### src/rtl/pdu_pkg.sv
// -----------------------------------------------------------------------------
// pdu_pkg
// Shared widths, limits and types of the packed date unpacker.
// -----------------------------------------------------------------------------
package pdu_pkg;

    localparam int WORD_W    = 32;
    localparam int DATE_W    = 15;
    localparam int DAY_W     = 5;
    localparam int MONTH_W   = 4;
    localparam int YEAR_W    = 6;
    localparam int CARRY_W   = 14;
    localparam int CLEN_W    = 4;
    localparam int COUNT_W   = 13;
    localparam int SLOTS     = 3;
    localparam int BUF_W     = CARRY_W + WORD_W;
    localparam int MAX_DATES = 4096;
    localparam int TDATA_W   = 16;

    typedef struct packed {
        logic [YEAR_W-1:0]  year_offset;
        logic [MONTH_W-1:0] month;
        logic [DAY_W-1:0]   day;
        logic               set_end;
    } t_date;

    typedef struct packed {
        logic [CARRY_W-1:0] bits;
        logic [CLEN_W-1:0]  len;
        logic               bad;
        logic [COUNT_W-1:0] seen;
    } t_carry;

    typedef struct packed {
        t_date [SLOTS-1:0] dates;
        logic  [SLOTS-1:0] keep;
        logic              ended;
        t_carry            carry;
    } t_dec;

endpackage

### src/rtl/pdu_decode.sv
// -----------------------------------------------------------------------------
// pdu_decode
// Splice one word onto the carried bits, cut out up to three dates, apply
// the parity and set-end rules and form the next carry state.
// -----------------------------------------------------------------------------
module pdu_decode (
    input  logic [pdu_pkg::WORD_W-1:0]  i_word,
    input  logic                        i_parity,
    input  logic [pdu_pkg::COUNT_W-1:0] i_total,
    input  pdu_pkg::t_carry             i_carry,
    output pdu_pkg::t_dec               o_dec
);

    logic [pdu_pkg::CLEN_W-1:0]  w_clen;
    logic [pdu_pkg::CARRY_W:0]   w_one_sh;
    logic [pdu_pkg::CARRY_W-1:0] w_mask;
    logic [pdu_pkg::BUF_W-1:0]   w_buf;
    logic [pdu_pkg::COUNT_W-1:0] w_tot;
    logic                        w_corrupt;
    logic                        w_three;
    logic [pdu_pkg::SLOTS-1:0]   w_bad;
    logic [pdu_pkg::SLOTS-1:0]   w_last;
    logic [pdu_pkg::SLOTS-1:0]   w_proc;
    logic [pdu_pkg::COUNT_W-1:0] w_seen [pdu_pkg::SLOTS];
    logic [pdu_pkg::DATE_W-1:0]  w_raw  [pdu_pkg::SLOTS];

    always_comb begin
        w_clen = (i_carry.len > pdu_pkg::CLEN_W'(pdu_pkg::CARRY_W))
               ? pdu_pkg::CLEN_W'(pdu_pkg::CARRY_W) : i_carry.len;
        w_one_sh = (pdu_pkg::CARRY_W+1)'(1) << w_clen;
        w_mask   = pdu_pkg::CARRY_W'(w_one_sh - (pdu_pkg::CARRY_W+1)'(1));
        w_buf    = pdu_pkg::BUF_W'(i_carry.bits & w_mask)
                 | (pdu_pkg::BUF_W'(i_word) << w_clen);

        if (i_total == '0) begin
            w_tot = pdu_pkg::COUNT_W'(1);
        end else if (i_total > pdu_pkg::COUNT_W'(pdu_pkg::MAX_DATES)) begin
            w_tot = pdu_pkg::COUNT_W'(pdu_pkg::MAX_DATES);
        end else begin
            w_tot = i_total;
        end

        w_corrupt = (^i_word) != i_parity;
        w_three   = w_clen >= pdu_pkg::CLEN_W'(pdu_pkg::CARRY_W - 1);

        for (int k = 0; k < pdu_pkg::SLOTS; k++) begin
            w_raw[k]  = w_buf[k*pdu_pkg::DATE_W +: pdu_pkg::DATE_W];
            w_seen[k] = i_carry.seen + pdu_pkg::COUNT_W'(k + 1);
            w_last[k] = w_seen[k] >= w_tot;
            w_bad[k]  = w_corrupt;
        end
        w_bad[0] = w_corrupt || ((w_clen != '0) && i_carry.bad);

        w_proc[0] = 1'b1;
        w_proc[1] = !w_last[0];
        w_proc[2] = w_three && !w_last[0] && !w_last[1];

        for (int k = 0; k < pdu_pkg::SLOTS; k++) begin
            o_dec.dates[k].day         = w_raw[k][pdu_pkg::DAY_W-1:0];
            o_dec.dates[k].month       = w_raw[k][pdu_pkg::DAY_W +: pdu_pkg::MONTH_W];
            o_dec.dates[k].year_offset =
                w_raw[k][pdu_pkg::DAY_W + pdu_pkg::MONTH_W +: pdu_pkg::YEAR_W];
            o_dec.dates[k].set_end     = w_last[k] && w_proc[k];
            o_dec.keep[k]              = w_proc[k] && !w_bad[k];
        end

        o_dec.ended = |(w_last & w_proc);

        if (o_dec.ended) begin
            o_dec.carry = '0;
        end else if (w_three) begin
            o_dec.carry.len  = w_clen - pdu_pkg::CLEN_W'(pdu_pkg::CARRY_W - 1);
            o_dec.carry.bits = pdu_pkg::CARRY_W'(w_buf[pdu_pkg::BUF_W-1]);
            o_dec.carry.seen = w_seen[2];
            o_dec.carry.bad  = w_corrupt && (o_dec.carry.len != '0);
        end else begin
            o_dec.carry.len  = w_clen + pdu_pkg::CLEN_W'(2);
            o_dec.carry.bits = w_buf[2*pdu_pkg::DATE_W +: pdu_pkg::CARRY_W];
            o_dec.carry.seen = w_seen[1];
            o_dec.carry.bad  = w_corrupt && (o_dec.carry.len != '0);
        end
    end

endmodule

### src/rtl/pdu_rbuf.sv
// -----------------------------------------------------------------------------
// pdu_rbuf
// Hold the kept dates of one word and hand them to the output register one
// per cycle while that register is free, marking the last of the word.
// -----------------------------------------------------------------------------
module pdu_rbuf (
    input  logic                      i_clk,
    input  logic                      i_rst_n,
    input  logic                      i_load_valid,
    input  pdu_pkg::t_date [pdu_pkg::SLOTS-1:0] i_dates,
    input  logic [pdu_pkg::SLOTS-1:0] i_keep,
    output logic                      o_free,
    output logic                      o_m_tvalid,
    input  logic                      i_m_tready,
    output logic [pdu_pkg::TDATA_W-1:0] o_m_tdata,  // day, month, year_offset, pad
    output logic                      o_m_tlast,
    output logic                      o_m_tuser     // set_end
);

    logic [pdu_pkg::SLOTS-1:0]            r_keep, n_keep;
    pdu_pkg::t_date [pdu_pkg::SLOTS-1:0]  r_dates;
    logic                                 r_o_valid;
    pdu_pkg::t_date                       r_o_date;
    logic                                 r_o_last;

    logic [pdu_pkg::SLOTS-1:0] w_sel;
    logic [pdu_pkg::SLOTS-1:0] w_rem;
    logic                      w_out_free;
    logic                      w_move;
    logic                      w_load;
    pdu_pkg::t_date            w_pick;

    always_comb begin
        w_sel  = r_keep & (~r_keep + pdu_pkg::SLOTS'(1));
        w_rem  = r_keep & ~w_sel;
        w_pick = '0;
        for (int k = 0; k < pdu_pkg::SLOTS; k++) begin
            if (w_sel[k]) begin
                w_pick = r_dates[k];
            end
        end
        w_out_free = !r_o_valid || i_m_tready;
        w_move     = w_out_free && (r_keep != '0);
        o_free     = (r_keep == '0) || (w_move && (w_rem == '0));
        w_load     = i_load_valid && o_free;
        if (w_load) begin
            n_keep = i_keep;
        end else if (w_move) begin
            n_keep = w_rem;
        end else begin
            n_keep = r_keep;
        end
    end

    always_ff @(posedge i_clk) begin
        if (!i_rst_n) begin
            r_keep    <= '0;
            r_o_valid <= 1'b0;
        end else begin
            r_keep <= n_keep;
            if (w_move) begin
                r_o_valid <= 1'b1;
            end else if (i_m_tready) begin
                r_o_valid <= 1'b0;
            end
        end
    end

    always_ff @(posedge i_clk) begin
        if (w_load) begin
            r_dates <= i_dates;
        end
        if (w_move) begin
            r_o_date <= w_pick;
            r_o_last <= (w_rem == '0);
        end
    end

    assign o_m_tvalid = r_o_valid;
    assign o_m_tdata  = {1'b0, r_o_date.year_offset, r_o_date.month, r_o_date.day};
    assign o_m_tlast  = r_o_last;
    assign o_m_tuser  = r_o_date.set_end;

endmodule

### src/rtl/packed_date_unpacker_parity.sv
// -----------------------------------------------------------------------------
// packed_date_unpacker_parity
// Unpack a parity-checked LSB-first stream of 15-bit packed dates.
// -----------------------------------------------------------------------------
// Each request is one 32-bit word with its parity bit in tuser; it yields the
// dates it completes, up to three per word and fewer when a set ends inside it,
// minus those touching a corrupt word. A word holds the block until each of its
// kept dates has gone out, since the single output register emits one date per
// cycle while tready is high; words with up to one kept date stream at one per
// cycle while the output does not stall. A taken word passes through the input
// register, the date buffer and the output register. tlast marks the last date
// of a word and tuser the date that closes a set of date_total dates.
module packed_date_unpacker_parity (
    input  logic                          i_clk,
    input  logic                          i_rst_n,
    input  logic                          i_cfg_wr_en,
    input  logic [pdu_pkg::COUNT_W-1:0]   i_cfg_wr_data,
    input  logic                          i_s_tvalid,
    output logic                          o_s_tready,
    input  logic [pdu_pkg::WORD_W-1:0]    i_s_tdata,   // data_word
    input  logic                          i_s_tuser,   // parity_bit
    output logic                          o_m_tvalid,
    input  logic                          i_m_tready,
    output logic [pdu_pkg::TDATA_W-1:0]   o_m_tdata,   // day, month, year_offset, pad
    output logic                          o_m_tlast,   // run_end
    output logic                          o_m_tuser    // set_end
);

    logic [pdu_pkg::COUNT_W-1:0] r_date_total;
    logic                        r_a_valid;
    logic [pdu_pkg::WORD_W-1:0]  r_a_word;
    logic                        r_a_parity;
    pdu_pkg::t_carry             r_carry;

    pdu_pkg::t_dec w_dec;
    logic          w_b_free;
    logic          w_adv;

    pdu_decode u_decode (
        .i_word   (r_a_word),
        .i_parity (r_a_parity),
        .i_total  (r_date_total),
        .i_carry  (r_carry),
        .o_dec    (w_dec)
    );

    pdu_rbuf u_rbuf (
        .i_clk        (i_clk),
        .i_rst_n      (i_rst_n),
        .i_load_valid (r_a_valid),
        .i_dates      (w_dec.dates),
        .i_keep       (w_dec.keep),
        .o_free       (w_b_free),
        .o_m_tvalid   (o_m_tvalid),
        .i_m_tready   (i_m_tready),
        .o_m_tdata    (o_m_tdata),
        .o_m_tlast    (o_m_tlast),
        .o_m_tuser    (o_m_tuser)
    );

    assign w_adv      = r_a_valid && w_b_free;
    assign o_s_tready = !r_a_valid || w_b_free;

    always_ff @(posedge i_clk) begin
        if (!i_rst_n) begin
            r_date_total <= pdu_pkg::COUNT_W'(1);
            r_a_valid    <= 1'b0;
            r_carry      <= '0;
        end else begin
            if (i_cfg_wr_en) begin
                r_date_total <= i_cfg_wr_data;
            end
            if (i_s_tvalid && o_s_tready) begin
                r_a_valid <= 1'b1;
            end else if (w_b_free) begin
                r_a_valid <= 1'b0;
            end
            if (w_adv) begin
                r_carry <= w_dec.carry;
            end
        end
    end

    always_ff @(posedge i_clk) begin
        if (i_s_tvalid && o_s_tready) begin
            r_a_word   <= i_s_tdata;
            r_a_parity <= i_s_tuser;
        end
    end

    a_carry_len_range: assert property (@(posedge i_clk) disable iff (!i_rst_n)
        r_carry.len <= pdu_pkg::CLEN_W'(pdu_pkg::CARRY_W))
        else $error("carry length out of range");

    a_empty_carry_clean: assert property (@(posedge i_clk) disable iff (!i_rst_n)
        (r_carry.len == '0) |-> (r_carry.bits == '0 && !r_carry.bad))
        else $error("empty carry holds stale bits");

    a_set_end_clears: assert property (@(posedge i_clk) disable iff (!i_rst_n)
        (w_adv && w_dec.ended) |=> (r_carry.len == '0 && r_carry.seen == '0))
        else $error("set end did not clear state");

    a_stall_means_full: assert property (@(posedge i_clk) disable iff (!i_rst_n)
        !o_s_tready |-> (r_a_valid && !w_b_free))
        else $error("input stalled with free stage");

endmodule
### config.mk
export PLATFORM = sky130hd
export DESIGN_NAME = packed_date_unpacker_parity
export DESIGN_NICKNAME = d
export VERILOG_FILES = /design/src/rtl/pdu_pkg.sv /design/src/rtl/pdu_decode.sv /design/src/rtl/pdu_rbuf.sv /design/src/rtl/packed_date_unpacker_parity.sv
export SDC_FILE = /design/constraint.sdc
export NUM_CORES = 1
export LEC_CHECK = 0
export BUFFER_PORTS_ARGS = -buffer_cell sky130_fd_sc_hd__buf_2
export CAP_MARGIN = 20
export CORE_ASPECT_RATIO = 1.4
export CORE_UTILIZATION = 45
export DETAILED_ROUTE_END_ITERATION = 10
export GPL_ROUTABILITY_DRIVEN = 0
export MAX_ROUTING_LAYER = met4
export SYNTH_ARGS = -nofsm -noshare
export SYNTH_HDL_FRONTEND = slang
export SYNTH_SLANG_ARGS = --single-unit
### constraint.sdc
create_clock -name i_clk -period 4.8 [get_ports i_clk]
set_input_delay 0 -clock i_clk [delete_from_list [all_inputs] [get_ports i_clk]]
set_output_delay 0 -clock i_clk [all_outputs]
set_load 0.005 [all_outputs]
==> results of run 1 <==
==> worst max-delay path, cell delays in order, from the launching register on <==
cell      delay (ns)
dfxtp_1         0.57
and3_1          0.25
nand4_1         0.29
nor2_1          0.22
xor2_1          0.16
ha_1            0.25
a21o_1          0.18
a211o_1         0.31
nor3_2          0.15
o311a_2         0.22
o211ai_4        0.14
a21oi_4         0.45
nand2_1         0.16
o32ai_1         0.29
==> cells by family after synthesis <==
family                   after synthesis
AO/OA/AOI/OAI                        190
AND/OR/NAND/NOR                      250
buffers and inverters                 81
flip-flops                           148
XOR/XNOR                              66
multiplexers                         118
adder cells (fa/ha/maj)               47
other                                  1
==> area by class of cell <==
type | instances | area, um^2 | area share
Timing Repair Buffer | 133 | 968 | 0.0904
Inverter | 19 | 71.3 | 0.00666
Sequential cell | 148 | 3940 | 0.368
Clock buffer | 18 | 429 | 0.0401
Clock inverter | 14 | 145 | 0.0135
Multi-Input combinational cell | 672 | 4840 | 0.452
Tap cell | 252 | 315 | 0.0294
==> metrics by stage <==
stage	power, uW	hold slack (ns)	instance area (um^2)	util	instances
floorplan	2060	0.0989	9110	-	901
global placement	2310	0.176	9620	0.485	1174
detailed placement	2310	0.178	9620	0.485	1174
CTS	3640	0.0399	10700	0.539	1255
global route	3800	0.0566	10700	0.540	1256
finish	3630	0.0408	10700	0.540	1256
==> flip-flops by register name (all words and copies together), names as in the netlist <==
signal and cells:
u_rbuf.o_m_tvalid 1, u_rbuf.o_m_tdata 15, r_a_valid 1, r_a_word 32
r_a_parity 1, r_carry 32, u_rbuf.r_keep 3, u_rbuf.o_m_tlast 1
u_rbuf.r_dates 48, u_rbuf.o_m_tuser 1, r_date_total 13
==> metal layers <==
layer,GRT usage,wire length (um),vias to the layer above
li1,-,-,3471
met1,0.268,9690,3357
met2,0.403,11500,183
met3,0.0432,823,46
met4,0.124,967,0
met5,-,0,-
==> cell usage in the layout, fill, tap and decap left out, drive strengths merged, types with 3 or more instances in the layout <==
cell type / instances
mux2i: 116
nand2: 102
edfxtp: 98
buf: 84
dfxtp: 50
o21ai: 50
dlygate4sd3: 49
ha: 47
nor2: 45
xnor2: 41
a21oi: 31
xor2: 25
nor2b: 24
a22oi: 23
inv: 23
nand3: 18
clkbuf: 18
nor3: 18
nand4: 13
nand2b: 12
a21boi: 11
a21o: 10
a31oi: 10
a22o: 10
o2111ai: 7
clkinv: 7
o22ai: 6
a211oi: 6
or2: 5
o211ai: 5
and2: 4
and3: 3
o31ai: 3
==> worst max-delay path by stage <==
stage                          to
2_1_floorplan  u_rbuf.r_dates[13]
3_3_place_gp          r_carry[11]
3_5_place_dp          r_carry[11]
4_1_cts               r_carry[11]
5_1_grt               r_carry[11]
6_report              r_carry[11]
==> power groups by stage <==
stage / logic [uW] / clock network, uW / registers [uW]
floorplan: 467 / 0 / 1590
global placement: 677 / 0 / 1630
detailed placement: 682 / 0 / 1630
CTS: 715 / 1320 / 1610
global route: 813 / 1380 / 1600
finish: 736 / 1310 / 1590
==> results summary, run 1 <==
The flow ran to the end, and the final reports show no timing, DRC or antenna violations. In the post-synthesis netlist, the biggest area contributors are edfxtp_1 32%, mux2i_1 13%, dfxtp_1 11%, ha_1 6.5%, nand2_1 4.2%. Setup violations remaining at the end of the flow were counted as 0. The worst-case setup slack after placement came out at 1.05 ns. The number of cells traversed by the worst register-to-register path is 13. Among all flip-flop cells after synthesis, the most frequent one is edfxtp_1.

The setup slack of the most critical reg-to-reg path is 1.07 ns. The nature of the critical path endpoint is a flip-flop. The total clock sinks came out at 148. The achievable clock frequency came out at 268 MHz.

The number of enable flip-flop cells after synthesis is 98. The async set-or-reset flop fraction in the synthesized netlist is 0. The setup TNS after final layout came out at 0 ns. For this design the total switching power over the nets is 1080 uW. Measured against the total synthesized area, the mux share comes to 0.130. The wire length per cell after detailed routing is 18.3 um. The floorplan step defined a die boundary enclosing 20800 um^2. The region available for standard cell placement spans 19800 um^2. After synthesis, the netlist uses 62 different library cells. The slew at the pin closest to its max-slew limit came out at 0.961 ns. The final number of max-transition violations was 0. The total number of vias is 7057. The layout net count came out at 1089. The per-cell via count in the routed design is 5.62. After clock tree synthesis, the clock-pin slew on the worst setup and hold paths is 0.07 ns. The count of buffers added by post-CTS timing repair for setup is 0. The worst-case clock skew is 0.00926 ns. Synthesis produced a netlist with a net count of 999. TritonCTS built the clock tree. The total routing usage reported by global routing came out at 0.240.

The number of global-route vias before repair came out at 6870. In this run the mean area of a mapped cell was 10.1 um^2. After the first detailed-routing iteration, the DRC count stood at 486. The initial antenna violation count came out at 0. The most critical setup path has its startpoint at r_carry[4].

The portion of total power attributed to combinational logic is 0.203. The path class of the lowest-slack min-delay path is in2reg. The startpoint identified for the worst hold timing path is i_cfg_wr_en. For the worst setup path, the data arrival time is 4.07 ns. The number of nets with antenna violations after routing is 0. The I/O pin count came out at 71. For this configuration, the core starts out at a cell density of 0.459.

The commonest cells after synthesis are 116 x mux2i_1, 102 x nand2_1, 98 x edfxtp_1. The maximum resistive drop on vdd came out at 0.258 mV. Setup repair after global routing left no endpoint under its margin. The worst register-to-register path begins at r_carry[4].

The number of stages on the worst hold path came out at 3. Entering global routing, the biggest net connects 39 pins. The worst-case clock buffer depth came out at 2.

Before antenna repair, the detailed router went through 7 iterations. The largest driver fanout on the critical path is 19. Of the total synthesized cell area, the portion taken by XOR and XNOR cells is 0.0635. The critical path in this run is classified as reg2reg.

Wires add up to 23.0 mm. STA classifies the critical path startpoint as a flip-flop. After detailed routing, the number of remaining DRC violations is 0. The H-tree level count came out at 4. The filler cell count in the final layout came out at 1811. Counting the buffers created by CTS gives 17. The root buffer cell chosen for the clock tree is clkbuf_16. The count of yosys warnings during synthesis came out at 0. In this run the critical register-to-register path is captured at r_carry[11]. The compound-cell area share of the yosys netlist came out at 0.141. The number of hold-slack violations in the final timing report is 0. The row count is 61. The period utilization came out at 0.777. The total of buffers placed on input and output ports is 69. The wire-length estimate of the detail-placed layout is 17.1 mm. The wire length of the first global-routing pass is 36.5 mm. The portion of total power attributed to the clock network came out at 0.360. The standby leakage power came out at 0.00454 uW. Of the total synthesized cell area, the portion taken by AND, OR, NAND and NOR gates is 0.130. The adder-cell share of the synthesized area is 0.0646. The repair_antennas step left the layout with diodes totalling 0.

Global routing finished with a remaining overflow of 0. The destination of the worst hold path is r_date_total[0]. The count of maximum capacitance violations came out at 0. The power density relative to cell area is 339 nW/um^2.

The top cell type by total area after synthesis is edfxtp_1. Of the cells placed in the final design, the portion with a size suffix greater than 1 is 0.133. In the post-synthesis netlist, the cell with the most instances is mux2i_1. The area share of the largest cell type after synthesis is 0.323. The synthesized instance count is 901. The later pin in the worst-skew pair is clocked with a latency of 0.43 ns. The worst path meets setup with 1.07 ns of slack. The number of hold buffers added after CTS came out at 49. The required arrival time at the worst endpoint came out at 5.14 ns. Relative to the synthesized area, the layout overhead comes to 17.6%.

The switching share of power came out at 0.297. Of the synthesized area, sequential elements account for 0.433. The die outline height came out at 170 um.

The internal power summed over all cells is 2550 uW. The sequential share of power is 0.438. Counting I/O delays and the setup requirement, the final critical path takes 3.73 ns. The worst slew margin relative to its limit came out at 0.358. The number of gates resized after cts is 0. The largest family of logic cells by synthesized area is compound AO/OA/AOI/OAI gates. The chip width came out at 122 um. The register bit total from synthesis is 148. The mapped netlist covers 9110 um^2.
(Power assumes the default switching activity.)
==> run 2, diff against run 1 <==
Settings changed: PLACE_DENSITY set to 0.65.
Clock period 4.8 ns to 3.1 ns, I/O delays scaled along.
==> run 2 against run 1 <==
Effect of this change: the run now ends with setup timing left; wire length increased by 2.5%; non-clock buffer count increased by 77; flip-flop and latch count unchanged; sequential power increased by 53%; power increased by 61%; die area unchanged; combinational power increased by 79%; count of clock-buffer cells in the layout unchanged; via count increased by 4.8%; register-to-register slack got worse by 1.1 ns; critical endpoint is now r_carry[30]; global-route usage increased by 0.17 points.
==> results summary, run 2 (synthesis gave the netlist of run 1 again) <==
The number of antenna cells inserted is 0. The post-route cell area is 11600 um^2. The wire length of the first global-routing pass is 37.0 mm. The number of cells traversed by the worst register-to-register path came out at 15.

The total clock sinks is 148. The area added between synthesis and finish came out at 26.9%. The core area is 19800 um^2.

The count of maximum capacitance violations is 0. The reg-to-reg endpoint is r_carry[30]. The total number of vias is 7393. The final reports fail on setup timing. In the layout the commonest cells are 116 x mux2i_1, 100 x nand2_1, 98 x edfxtp_1, 83 x buf_4, 69 x buf_2.

Counting tap cells, the placed design contains a total of 1234 instances. The clock input transition at the sequential cells of the worst setup and hold paths is 0.07 ns. The first detailed-routing pass took 6 iterations. The number of hold-slack violations in the final timing report is 0.

The number of global-route vias before repair is 7193. The maximum resistive drop on vdd came out at 0.505 mV. Once detailed placement completed, the half-perimeter wirelength came to 16.9 mm. The die is 122 um wide. The total of buffers placed on input and output ports is 69. The initial antenna violation count came to 0.

The worst setup path is of the reg2reg kind. The number of flip-flops under the largest register name is 48. The wire length per cell after detailed routing is 17.7 um. The hold path startpoint is i_cfg_wr_en. The clock reaches the later pin of the worst-skew pair after 0.44 ns.

The die outline height came out at 170 um. Subtracting the final worst setup slack from the clock period gives 3.11 ns. For the pin with the worst max-slew slack, the measured transition is 0.655 ns. On the final layout, the worst clock skew is 0.0125 ns. The run finished, with violations left. The path with the worst hold slack has its endpoint at r_date_total[0]. The filler cell count in the final layout is 1718.

The detailed-route DRC error count came out at 0. Based on the critical path, the design can be clocked at up to 321 MHz. The initial standard-cell utilization of the core is 0.459.

The final-layout worst hold slack came out at 0.0341 ns. The iteration-0 DRC count of the detailed router is 470. STA classifies the critical path startpoint as a flip-flop.

The total congestion overflow after global routing is 0. The required arrival time at the worst endpoint came out at 3.46 ns. Setup repair after global routing could not meet its margin everywhere.

Dividing total power by cell area gives a power density of 506 nW/um^2. Of the available clock period, the critical path in the final layout requires 1.00. The worst register-to-register path begins at r_carry[5]. The setup slack of the most critical reg-to-reg path is -0.01 ns. The final layout contains routed wiring with a total length of 23.6 mm. Along the worst hold path, the cell count comes to 3.

The total power came out at 5850 uW. The placed instances occupy a cell area of 10100 um^2. The full die area came out at 20800 um^2. The pin count of the biggest net entering global routing is 51. The worst-case clock buffer depth is 2.

The largest registers in the layout are u_rbuf.r_dates (48), r_a_word (32), r_carry (32). The final number of max-transition violations is 0. For this design the top-level I/O count stands at 71. TritonCTS built the clock tree.

The H-tree level count is 4. The path class of the lowest-slack min-delay path is in2reg. The worst slew margin relative to its limit came out at 0.560. The nature of the critical path endpoint is a flip-flop. The clock root buffer is clkbuf_16. u_rbuf.r_dates holds more flip-flops than any other register. The standby leakage power is 0.00501 uW. The row count is 61. Leaving out fill and tap cells, the most frequent cell in the layout is mux2i_1. The arrival time at the worst endpoint is 3.47 ns.

The layout net count is 1166. For this run, the total global-route usage over all layers was measured as 0.241. The total of endpoints with negative setup slack in the final report came out at 2. The largest driver fanout on the critical path came out at 5. The final non-filler cell total came out at 1333.

Buffers inserted during clock tree synthesis total 17. Once detail routing completed, the nets flagged for antenna violations numbered 0. In the final layout, the share of cells above drive strength 1 is 0.229. In the routed layout, each cell is associated on average with a via count of 5.55. The post-route worst setup slack is -0.0141 ns.
run 2: cell count changes in the layout (fill, tap and decap cells not counted), moves of 4 or more:
cell	previous run	this run
dfxtp_2	0	5
dfxtp_1	50	45
a21boi_0	10	5
buf_4	14	83
buf_6	0	6
o21ai_0	49	42
buf_12	0	4
o21ai_1	1	7
nor2_1	44	40
a21oi_1	29	25
nor2_2	0	4
run 2: cell type report:
type | instances | area [um^2] | share of cell area
Multi-Input combinational cell | 672 | 5030 | 0.435
Tap cell | 252 | 315 | 0.0273
Clock inverter | 14 | 166 | 0.0144
Timing Repair Buffer | 210 | 1600 | 0.138
Clock buffer | 18 | 429 | 0.0371
Inverter | 19 | 71.3 | 0.00617
Sequential cell | 148 | 3950 | 0.342
run 2: stage by stage:
step / setup TNS [ns] / setup WS [ns] / utilization
after floorplan: 0 / 0.0163 / -
after global placement: -2.32 / -0.169 / 0.510
after detailed placement: -3.63 / -0.258 / 0.510
after CTS: 0 / 0.00256 / 0.567
after global routing: -4.03 / -0.194 / 0.582
final: -0.0244 / -0.0141 / 0.582
run 2: power breakdown:
group	internal, uW	total [uW]	switching, uW
clock	1210	2100	888
combinational	577	1320	743
sequential	2350	2430	87.4
run 2: metal layers:
metal / vias to the layer above / wire [um] / GRT usage
li1: 3636 / - / -
met1: 3504 / 9730 / 0.279
met2: 211 / 12100 / 0.415
met3: 42 / 1070 / 0.0345
met4: 0 / 672 / 0.0965
met5: - / 0 / -
run 2: worst max path at each step:
stage / from / end / slack [ns] / depth (start not counted)
2_1_floorplan: r_carry[6] / r_carry[0] / 0.02 / 14
3_3_place_gp: r_carry[1] / r_carry[8] / -0.17 / 15
3_5_place_dp: r_carry[1] / r_carry[4] / -0.26 / 15
4_1_cts: r_carry[3] / r_carry[0] / 0.003 / 14
5_1_grt: r_carry[5] / r_carry[0] / -0.19 / 14
6_report: r_carry[5] / r_carry[30] / -0.01 / 15
run 2: critical path: stages (launching register included):
cell,delay [ns]
dfxtp_2,0.35
buf_6,0.11
nand4_1,0.14
nor2_2,0.16
buf_4,0.13
nand4_1,0.08
xnor2_1,0.15
ha_1,0.31
a211o_1,0.33
nor3_2,0.20
o311a_4,0.22
o211ai_4,0.13
buf_4,0.19
nor3_4,0.12
nand3_1,0.18
o21ai_0,0.23
run 2: timing repair:
action,in CTS,in global routing
hold endpoints to repair,49,0
endpoints found under the setup margin,25,36
hold buffers,48,0
buffers inserted,3,17
resized for setup,9,50
pin swaps,8,28
